## config.mk

```make
export PLATFORM = sky130hd
export DESIGN_NAME = bba_ffs
export DESIGN_NICKNAME = d
export VERILOG_FILES = /design/src/bba_pkg.sv /design/src/bba_ffs.sv
export SDC_FILE = /design/constraint.sdc
export NUM_CORES = 1
export LEC_CHECK = 0
export ABC_AREA = 1
export BUFFER_PORTS_ARGS = -buffer_cell sky130_fd_sc_hd__buf_4
export CAP_MARGIN = 15
export CELL_PAD_IN_SITES_DETAIL_PLACEMENT = 1
export CELL_PAD_IN_SITES_GLOBAL_PLACEMENT = 1
export CORE_MARGIN = 3
export CORE_UTILIZATION = 25
export DETAILED_ROUTE_END_ITERATION = 8
export PLACE_DENSITY_LB_ADDON = 0.15
export SLEW_MARGIN = 0
export SYNTH_ARGS = -nofsm -noshare
export SYNTH_HDL_FRONTEND = slang
export SYNTH_SLANG_ARGS = --single-unit
export TNS_END_PERCENT = 100
```

## constraint.sdc

```tcl
create_clock -name vclk -period 5.05
set_clock_uncertainty 0.1 [all_clocks]
set_input_delay 1.01 -clock vclk [all_inputs]
set_output_delay 1.01 -clock vclk [all_outputs]
set_load 0.02 [all_outputs]
```

## src/bba_pkg.sv

```systemverilog
// Shared types and constants for the bitmap block allocator.
// No dependencies.
`default_nettype none

package bba_pkg;

    localparam int BLOCK_W         = 15;
    localparam int WORD_W          = 64;
    localparam int BIT_IDX_W       = 6;
    localparam int RESERVED_BLOCKS = 7;

    typedef enum logic [1:0] {
        OP_ALLOC   = 2'd0,
        OP_RELEASE = 2'd1,
        OP_INIT    = 2'd2
    } t_op;

    typedef struct packed {
        logic [1:0]         op;
        logic [BLOCK_W-1:0] block_number;
    } t_req;

    typedef struct packed {
        logic [BLOCK_W-1:0] granted_block;
        logic               no_free_block;
        logic               bad_block_number;
    } t_rsp;

    typedef struct packed {
        logic                 found;
        logic [BIT_IDX_W-1:0] idx;
    } t_ffs;

endpackage

`default_nettype wire

```

## src/bba_ffs.sv

```systemverilog
// Shared lowest-set-bit finder over one 64-bit word.
// Uses bba_pkg.
`default_nettype none

module bba_ffs (
    input  wire logic [bba_pkg::WORD_W-1:0] i_word,
    output bba_pkg::t_ffs                   o_res
);
    import bba_pkg::*;

    always_comb begin
        o_res = '0;
        for (int i = WORD_W - 1; i >= 0; i--) begin
            if (i_word[i]) begin
                o_res.found = 1'b1;
                o_res.idx   = BIT_IDX_W'(i);
            end
        end
    end

endmodule

`default_nettype wire

```

Word level (Yosys, flattened, before mapping)
Cells that the tools add are included.

Magnitude comparators: 0. Add/sub/neg operators: 0. Reductions and logical operators: 0. Equality and inequality tests: 0. Multiply operators: 0. Muxes and demuxes: 64. Shifts and indexed selects: 0. Divide/modulo/power cells: 0. Bitwise logic cells: 0.

Operators with widths (number): $mux 7 (64).

Memory bits (writable): 0. Memories: 0. Output and inout bits: 7. Bits in read-only memories: 0. Bits of input ports: 64. Bits in latches: 0. Register bits: 0.

Depth between registers and ports, before layout
Gate-level depths: netlist of the first run.

Word-level depth: 64. Gate-level depth with buffers: 63. Depth with buffers taken out: 63.

Worst setup path after synthesis of the first run
Ideal clock, no wire load.

Path kind: input port to output port. Start: in i_word[62] in the netlist's numbering. End: out o_res[0] in the netlist's numbering. Cell stages on the path: 63. Path slack: 0.106 ns. Buffers on the path: 0. Arrival time: 3.834 ns. Required time: 3.940 ns. Path through: inv_1 -> nand2_1 -> nand2_1 -> nand2_1 -> nand2_1 -> nand2_1 -> nand2_1 -> nand2_1 -> nand2_1 -> nand2_1 -> nand2_1 -> nand2_1 -> nand2_1 -> nand2_1 -> nand2_1 -> nand2_1 -> nand2_1 -> nand2_1 -> [27 not listed] -> nand2_1 -> nand2_1 -> nand2_1 -> nand2_1 -> nand2_1 -> nand2_1 -> nand2_1 -> nand2_1 -> nand2_1 -> nand2_1 -> nand2_1 -> nand2_1 -> nand2_1 -> nand2_1 -> nand2_1 -> nand2_1 -> nand2_1 -> a21oi_2.

RTL lines: start: declaration (RTL line bba_ffs.sv:6) `input wire logic [bba_pkg::WORD_W-1:0] i_word,`; end: declaration (RTL line bba_ffs.sv:7) `output bba_pkg::t_ffs o_res`.

==> reports/metrics.cfg, run 1 <==
[power_and_ir_drop]
peakVddDrop_mv=0.02629
swShare_pct=41.20
p_clk_share_pct=0
p_per_area_nw_per_um2=63.75
p_sw_mw=0.04302
p_seq_share_pct=0
p_leak_nw=1.060
combPwrFrac_pct=100.0
internal_power_mw=0.06139

[place]
place_area_um2=1637
dp_hpwl_um=2931
io_buffers=71
routabilityCongestion=0.7211

[sta]
fin_crit_ns=5.411
finalWorstSetupSlack_ns=-0.3608
slew_headroom_pct=75.95
setup_viol=1
hold_violations=0
finalCritPeriodShare_pct=107.1
slew_viol_final=0
max_freq_mhz=184.8
setup-tns-final_ns=-0.3608
worst_pin_slew_ns=0.3517
rsz0062_at_grt=true

[finish]
multi_input_area_um2=674.4
mostFrequentLayoutCells=96 x nand2_1, 75 x buf_4, 54 x inv_1, 39 x nor2_1, 7 x bufinv_8
regArea_um2=0
nFlopsAndLatches=0
num_antenna_cells=0
syn2layout_area_growth_pct=61.60
final_common_cell=nand2_1
fillCellCount=579
drive_gt1_share_pct=29.14
nClkBuffers=0
nets=368
final_area_um2=1638

[synth]
synth_cell_types=20
syn-num-nets=291
syn_inst=227
avgSynthCellArea_um2=4.465
syn_area_um2=1013
yosys_warnings=0
seq_area_frac_synth_pct=0

[floorplanning]
rows=22
start_util_pct=26.87
die_w_um=69.67
dieHeight_um=69.67
core-area_um2=3771
die-area_um2=4854
ios=71

[detailed_routing]
route.detailed.drc=0
viasPerCell=4.246
wirelength_um=3037
dr.pass1.iters=4
dr.first_iter.drc_count=22
vias=1486
ant_nets=0
wire_per_inst_um=8.677

[worst_hold_path]
min_path_type=in2out

[outcome]
violations=negative setup slack
status=complete, but fails checks

[critical_path]
crit_type=in2out
cp_common_cell=nand2_1
critPathRequiredTime_ns=3.94
slowest_delay_ns=0.15
start_kind=input pin
cp_max_fo=2
cp.arrival_ns=4.30
worstSetupEndpointType=output port
slowest_stage=buf_4

[global_routing]
grt_first_pass_wirelength_um=5485
first_global_vias=1455
track_usage_pct=12.31
grt_max_degree=5
grt_overflow=0
antenna_found_initial=0

[run]
drv_cap=0

[clock_network]
post_cts_buffers=0

metal layers:
| metal | track usage [%] | vias up | part of all wire (%) | routed length, um |
|---|---|---|---|---|
| li1 | - | 808 | - | - |
| met1 | 15.73 | 639 | 45 | 1365 |
| met4 | 0 | 0 | 0 | 0 |
| met5 | 0 | - | 0 | 0 |
| met3 | 1.884 | 0 | 6.3 | 191 |
| met2 | 22.99 | 39 | 49 | 1480 |
power groups by stage:
stage               combinational, mW  clock (mW)  sequential (mW)
finish                          0.104           0                0
global route                    0.120           0                0
CTS                             0.106           0                0
detailed placement              0.106           0                0
global placement                0.103           0                0
floorplan                      0.0497           0                0
stage by stage:
stage / hold slack [ns] / util (%) / power (mW) / std cells / worst slack [ns]
after floorplan: 1.962 / - / 0.04970 / 227 / 0.1065
after global placement: 2.180 / 43.40 / 0.1032 / 350 / -0.3309
after detailed placement: 2.180 / 43.40 / 0.1060 / 350 / -0.4677
after CTS: 2.180 / 43.40 / 0.1065 / 350 / -0.4634
after global routing: 2.189 / 43.43 / 0.1196 / 350 / -1.130
final: 2.179 / 43.43 / 0.1044 / 350 / -0.3608
cells by family (layout without fill, tap and decap cells):
kind of cell	Yosys count	in the layout	share of synthesized area, %
simple gates	148	148	56.91
buf+inv	65	140	33.58
compound gates	14	14	9.508
what timing repair did:
action                                 CTS  global route
hold buffers                             0             0
setup endpoints to repair                1             2
resized for setup                        1             1
endpoints found under the hold margin    0             0
worst paths after layout:
check	startpoint	end	slack [ns]	cells past startpoint
max	i_word[62]	o_res[0]	-0.36	65
min	i_word[0]	o_res[0]	2.18	3
Yosys cell counts:
cell type | count | area share (%)
a31oi_1 | 1 | 0.62
o21ai_0 | 2 | 0.99
a21oi_1 | 3 | 1.5
a2111oi_0 | 2 | 1.7
or2_2 | 1 | 0.62
nand3_1 | 6 | 3.0
nor4_1 | 2 | 1.2
o31ai_1 | 1 | 0.74
inv_1 | 55 | 20
a21oi_2 | 1 | 0.86
a211oi_1 | 1 | 0.74
nand4_1 | 1 | 0.62
o21bai_1 | 1 | 0.74
inv_2 | 3 | 1.1
nor3_1 | 3 | 1.5
o311ai_0 | 1 | 0.86
bufinv_8 | 7 | 12
nand2_1 | 96 | 36
nor2_1 | 39 | 14
a21boi_0 | 1 | 0.74
area by class of cell:
class	instances	area share (%)
Inverter	65	20.78
Multi-Input combinational cell	162	41.18
Timing Repair Buffer	75	34.38
Tap cell	48	3.667
worst max-delay path: cells and delay by family:
family                 cells  cell delay [ns]
buffers and inverters      3             0.31
AO/OA/AOI/OAI              1             0.11
AND/OR/NAND/NOR           61             2.85
Note: power is estimated with default switching activity, not from simulation.
==> run 2, diff against run 1 <==
--- a/config.mk
+++ b/config.mk
@@ -14,6 +14,7 @@
 export CORE_UTILIZATION = 25
 export DETAILED_ROUTE_END_ITERATION = 8
 export PLACE_DENSITY_LB_ADDON = 0.15
+export SETUP_SLACK_MARGIN = 0.5
 export SLEW_MARGIN = 0
 export SYNTH_ARGS = -nofsm -noshare
 export SYNTH_HDL_FRONTEND = slang
==> reports/metrics.cfg, run 2 (synthesis results as in run 1) <==
[critical_path]
cp.arrival_ns=4.32  ; was 4.30 ns
critical_path.endpoint=o_res[0]  ; unchanged
startpoint=i_word[62]  ; unchanged
worstSetupEndpointType=output port  ; unchanged
cp_max_fo=2  ; unchanged
start_kind=input pin  ; unchanged
slowest_stage=buf_6  ; was buf_4
slowest_delay_ns=0.13  ; was 0.15 ns
cp_common_cell=nand2_1  ; unchanged
crit_type=in2out  ; unchanged
critPathRequiredTime_ns=3.94  ; about the same

[sta]
worst_pin_slew_ns=0.4601  ; was 0.3517 ns
fin_crit_ns=5.432  ; was 5.411 ns
finalCritPeriodShare_pct=107.6  ; was 107.1%
setup-tns-final_ns=-0.3821  ; was -0.3608 ns
rsz0062_at_grt=true  ; unchanged
finalWorstSetupSlack_ns=-0.3821  ; was -0.3608 ns
slew_viol_final=0  ; unchanged
setup_viol=1  ; unchanged
slew_headroom_pct=69.04  ; was 75.95%
hold_violations=0  ; unchanged
max_freq_mhz=184.1  ; was 184.8 MHz

[finish]
drive_gt1_share_pct=30.46  ; was 29.14%
regArea_um2=0  ; unchanged
nClkBuffers=0  ; unchanged
fin_cells=350  ; unchanged
final_util_pct=45.09  ; was 43.43%
nets=368  ; unchanged
fillCellCount=573  ; was 579
final_common_cell=nand2_1  ; unchanged
syn2layout_area_growth_pct=67.78  ; was 61.60%
nFlopsAndLatches=0  ; unchanged
mostFrequentLayoutCells=94 x nand2_1, 72 x buf_4, 55 x inv_1, 39 x nor2_1, 7 x bufinv_8  ; was 96 x nand2_1, 75 x buf_4, 54 x inv_1, 39 x nor2_1, 7 x bufinv_8
num_antenna_cells=0  ; unchanged

[floorplanning]
dieHeight_um=69.67  ; unchanged
core-area_um2=3771  ; unchanged
rows=22  ; unchanged
start_util_pct=26.87  ; unchanged
ios=71  ; unchanged
die-area_um2=4854  ; unchanged
die_w_um=69.67  ; unchanged

[run]
drv_cap=0  ; unchanged

[detailed_routing]
wire_per_inst_um=9.011  ; was 8.677 um
wirelength_um=3154  ; was 3037 um
wl_met2_um=1523  ; was 1480 um
vias=1470  ; was 1,486
viasPerCell=4.200  ; was 4.246
dr.pass1.iters=4  ; unchanged
ant_nets=0  ; unchanged
met3_length_um=280  ; was 191 um
route.detailed.drc=0  ; unchanged
dr.first_iter.drc_count=18  ; was 22
highest_layer=met3  ; unchanged
drt-met1-wl_um=1350  ; was 1365 um

[place]
routabilityCongestion=0.7475  ; was 0.7211
dp_hpwl_um=2972  ; was 2931 um
io_buffers=71  ; unchanged
dp.cells=350  ; unchanged

[global_routing]
track_usage_pct=12.69  ; was 12.31%
first_global_vias=1464  ; was 1,455
antenna_found_initial=0  ; unchanged
grt_max_degree=5  ; unchanged
grt_first_pass_wirelength_um=5616  ; was 5485 um
grt_overflow=0  ; unchanged

[clock_network]
postCtsHoldBufs=0  ; unchanged
post_cts_buffers=0  ; unchanged

[power_and_ir_drop]
p_leak_nw=1.072  ; was 1.060 nW
peakVddDrop_mv=0.02978  ; was 0.02629 mV
p_per_area_nw_per_um2=65.15  ; was 63.75 nW/um2

[worst_hold_path]
min_path_type=in2out  ; unchanged
min-delay-start=i_word[0]  ; unchanged

[outcome]
status=complete, but fails checks  ; unchanged
violations=negative setup slack  ; unchanged

-- run 2: cell count changes in the layout (fill, tap and decap cells not counted), moves of 2 or more --
| cell | previous run | this run |
|---|---|---|
| buf_6 | 0 | 3 |
| nand2_2 | 0 | 2 |
| buf_4 | 75 | 72 |
| nand2_1 | 96 | 94 |
-- run 2: stage by stage --
| step | hold WS (ns) | power (mW) | setup slack, ns | cell area (um2) |
|---|---|---|---|---|
| floorplan | 1.947 | 0.05036 | 0.1415 | 1021 |
| global placement | 2.189 | 0.1039 | -0.3376 | 1644 |
| detailed placement | 2.193 | 0.1068 | -0.4532 | 1644 |
| CTS | 2.171 | 0.1087 | -0.4407 | 1657 |
| global route | 2.182 | 0.1262 | -1.148 | 1700 |
| finish | 2.169 | 0.1108 | -0.3821 | 1700 |
-- run 2: how the worst min path moves through the flow --
stage          endpoint  slack, ns  cells after the start
4_1_cts        o_res[0]       2.17                      3
2_1_floorplan  o_res[0]       1.95                      1
6_report       o_res[0]       2.17                      3
3_5_place_dp   o_res[0]       2.19                      3
3_3_place_gp   o_res[0]       2.19                      3
5_1_grt        o_res[0]       2.18                      3
-- run 2: worst max-delay path: cells and delay by family --
kind | cells | cell delay [ns]
buf+inv | 3 | 0.28
compound gates | 1 | 0.12
simple gates | 61 | 2.91
-- run 2: power breakdown --
part           leakage (nW)  internal [mW]  switching [mW]
Combinational          1.07         0.0640          0.0467
Sequential                0              0               0
Clock                     0              0               0
Total                  1.07         0.0640          0.0467
-- run 2: layout make-up --
cell class	count	area (um2)	share of cell area, %
inverters	65	340.3	20.01
multi-input cells	162	725.7	42.68
well taps	48	60.06	3.532
repair buffers	75	574.3	33.77
-- run 2: layer usage --
layer  vias up  track usage, %
li1        809               -
met1       618           15.98
met2        43           23.31
met3         0           2.899
met4         0               0
met5         -               0
-- run 2: timing repair --
action,CTS,global route
pin swaps,0,6
cloned,0,0
resized for setup,5,9
setup endpoints to repair,2,2
==> run 3, diff against run 2 <==
--- a/config.mk
+++ b/config.mk
@@ -6,13 +6,13 @@
 export NUM_CORES = 1
 export LEC_CHECK = 0
 export ABC_AREA = 1
-export BUFFER_PORTS_ARGS = -buffer_cell sky130_fd_sc_hd__buf_4
 export CAP_MARGIN = 15
 export CELL_PAD_IN_SITES_DETAIL_PLACEMENT = 1
 export CELL_PAD_IN_SITES_GLOBAL_PLACEMENT = 1
 export CORE_MARGIN = 3
-export CORE_UTILIZATION = 25
+export CORE_UTILIZATION = 40
 export DETAILED_ROUTE_END_ITERATION = 8
+export DONT_BUFFER_PORTS = 1
 export PLACE_DENSITY_LB_ADDON = 0.15
 export SETUP_SLACK_MARGIN = 0.5
 export SLEW_MARGIN = 0
==> reports/metrics.cfg, run 3 (synthesis results as in run 1) <==
[outcome]
status=complete, but fails checks  ; unchanged
violations=negative setup slack  ; unchanged

[finish]
mostFrequentLayoutCells=94 x nand2_1, 55 x inv_1, 38 x nor2_1, 7 x bufinv_8, 6 x nand3_1  ; was 94 x nand2_1, 72 x buf_4, 55 x inv_1, 39 x nor2_1, 7 x bufinv_8
final_common_cell=nand2_1  ; unchanged
regArea_um2=0  ; unchanged
drive_gt1_share_pct=9.130  ; was 30.46%
nClkBuffers=0  ; unchanged
nFlopsAndLatches=0  ; unchanged
nets=296  ; was 368
fillCellCount=369  ; was 573
num_antenna_cells=0  ; unchanged
syn2layout_area_growth_pct=10.74  ; was 67.78%

[critical_path]
slowest_delay_ns=0.19  ; was 0.13 ns
worstSetupEndpointType=output port  ; unchanged
start_kind=input pin  ; unchanged
cp_max_fo=2  ; unchanged
critPathBufInv=1  ; was 3
startpoint=i_word[62]  ; unchanged
cp_common_cell=nand2_1  ; unchanged
cp.arrival_ns=4.29  ; was 4.32 ns
critical_path.endpoint=o_res[0]  ; unchanged
worstSetupPathDepth=63  ; was 65
crit_type=in2out  ; unchanged
cpLargestDelayFamily=simple AND/OR/NAND/NOR gates  ; unchanged
slowest_stage=a21oi_4  ; was buf_6
critPathRequiredTime_ns=3.94  ; about the same

[worst_hold_path]
min_path_type=in2out  ; unchanged

[sta]
finalWorstSetupSlack_ns=-0.3511  ; was -0.3821 ns
slew_headroom_pct=25.02  ; was 69.04%
hold_violations=0  ; unchanged
setup_viol=1  ; unchanged
setup-tns-final_ns=-0.3511  ; was -0.3821 ns
max_freq_mhz=185.1  ; was 184.1 MHz
slew_viol_final=0  ; unchanged
rsz0062_at_grt=true  ; unchanged
worst_pin_slew_ns=1.122  ; was 0.4601 ns
fin_crit_ns=5.401  ; was 5.432 ns
finalCritPeriodShare_pct=107.0  ; was 107.6%

[global_routing]
first_global_vias=1316  ; was 1,464
groute.layer.met3.usage_pct=2.759  ; was 2.899%
grt_overflow=0  ; unchanged
antenna_found_initial=0  ; unchanged
grt_first_pass_wirelength_um=5071  ; was 5616 um
grtUsageMet2_pct=39.07  ; was 23.31%
grt_max_degree=5  ; unchanged
grt_use_met1_pct=18.91  ; was 15.98%
top_usage_layer=met2  ; unchanged
track_usage_pct=18.49  ; was 12.69%

[detailed_routing]
viasPerCell=4.919  ; was 4.200
wirelength_um=3000  ; was 3154 um
route.detailed.drc=0  ; unchanged
ant_nets=0  ; unchanged
vias=1269  ; was 1,470
dr.first_iter.drc_count=28  ; was 18
dr.pass1.iters=4  ; unchanged
wire_per_inst_um=11.63  ; was 9.011 um

[floorplanning]
dieHeight_um=56.34  ; was 69.67 um
core-area_um2=2297  ; was 3771 um2
start_util_pct=44.12  ; was 26.87%
die-area_um2=3174  ; was 4854 um2
ios=71  ; unchanged
rows=17  ; was 22
die_w_um=56.34  ; was 69.67 um

[place]
io_buffers=0  ; was 71
routabilityCongestion=0.7271  ; was 0.7475
place_ws_ns=-0.3709  ; was -0.4532 ns
dp_hpwl_um=2741  ; was 2972 um

[power_and_ir_drop]
p_per_area_nw_per_um2=56.84  ; was 65.15 nW/um2
peakVddDrop_mv=0.02973  ; was 0.02978 mV
p_leak_nw=0.7195  ; was 1.072 nW

[run]
drv_cap=0  ; unchanged

-- run 3: how the worst min path moves through the flow --
stage              start       end  slack [ns]  cells after the start
2_1_floorplan  i_word[0]  o_res[0]        1.95                      1
3_3_place_gp   i_word[0]  o_res[0]        1.95                      1
3_5_place_dp   i_word[0]  o_res[0]        1.95                      1
4_1_cts        i_word[0]  o_res[0]        1.95                      1
5_1_grt        i_word[0]  o_res[0]        1.95                      1
6_report       i_word[0]  o_res[0]        1.95                      1
-- run 3: report_power, final --
part	total, mW	switching, mW	internal, mW
sequential	0	0	0
clock	0	0	0
combinational	0.0638	0.0330	0.0308
total	0.0638	0.0330	0.0308
-- run 3: repair_timing --
action,CTS,global route
buffers inserted,0,1
resized for setup,2,10
setup endpoints to repair,2,2
hold buffers,0,0
pin swaps,0,7
-- run 3: final cells by class --
class / count / area [um2] / area share, %
inverter: 65 / 340.3 / 30.32
multi-input combinational: 162 / 724.4 / 64.55
timing repair buffer: 3 / 22.52 / 2.007
tap: 28 / 35.03 / 3.122
-- run 3: routing by layer --
layer / wire length (um) / share of wire [%]
met3: 227 / 7.6
met1: 972 / 32
met4: 64 / 2.1
met2: 1734 / 58
met5: 0 / 0
-- run 3: per-stage QoR --
step | instance area [um2] | power, mW | hold slack (ns) | util [%] | instances
after CTS | 1076 | 0.06085 | 1.949 | 46.84 | 257
after detailed placement | 1072 | 0.06019 | 1.949 | 46.68 | 257
after global routing | 1122 | 0.07425 | 1.949 | 48.86 | 258
final | 1122 | 0.06379 | 1.948 | 48.86 | 258
after floorplan | 1021 | 0.05036 | 1.947 | - | 227
after global placement | 1072 | 0.05604 | 1.949 | 46.68 | 257
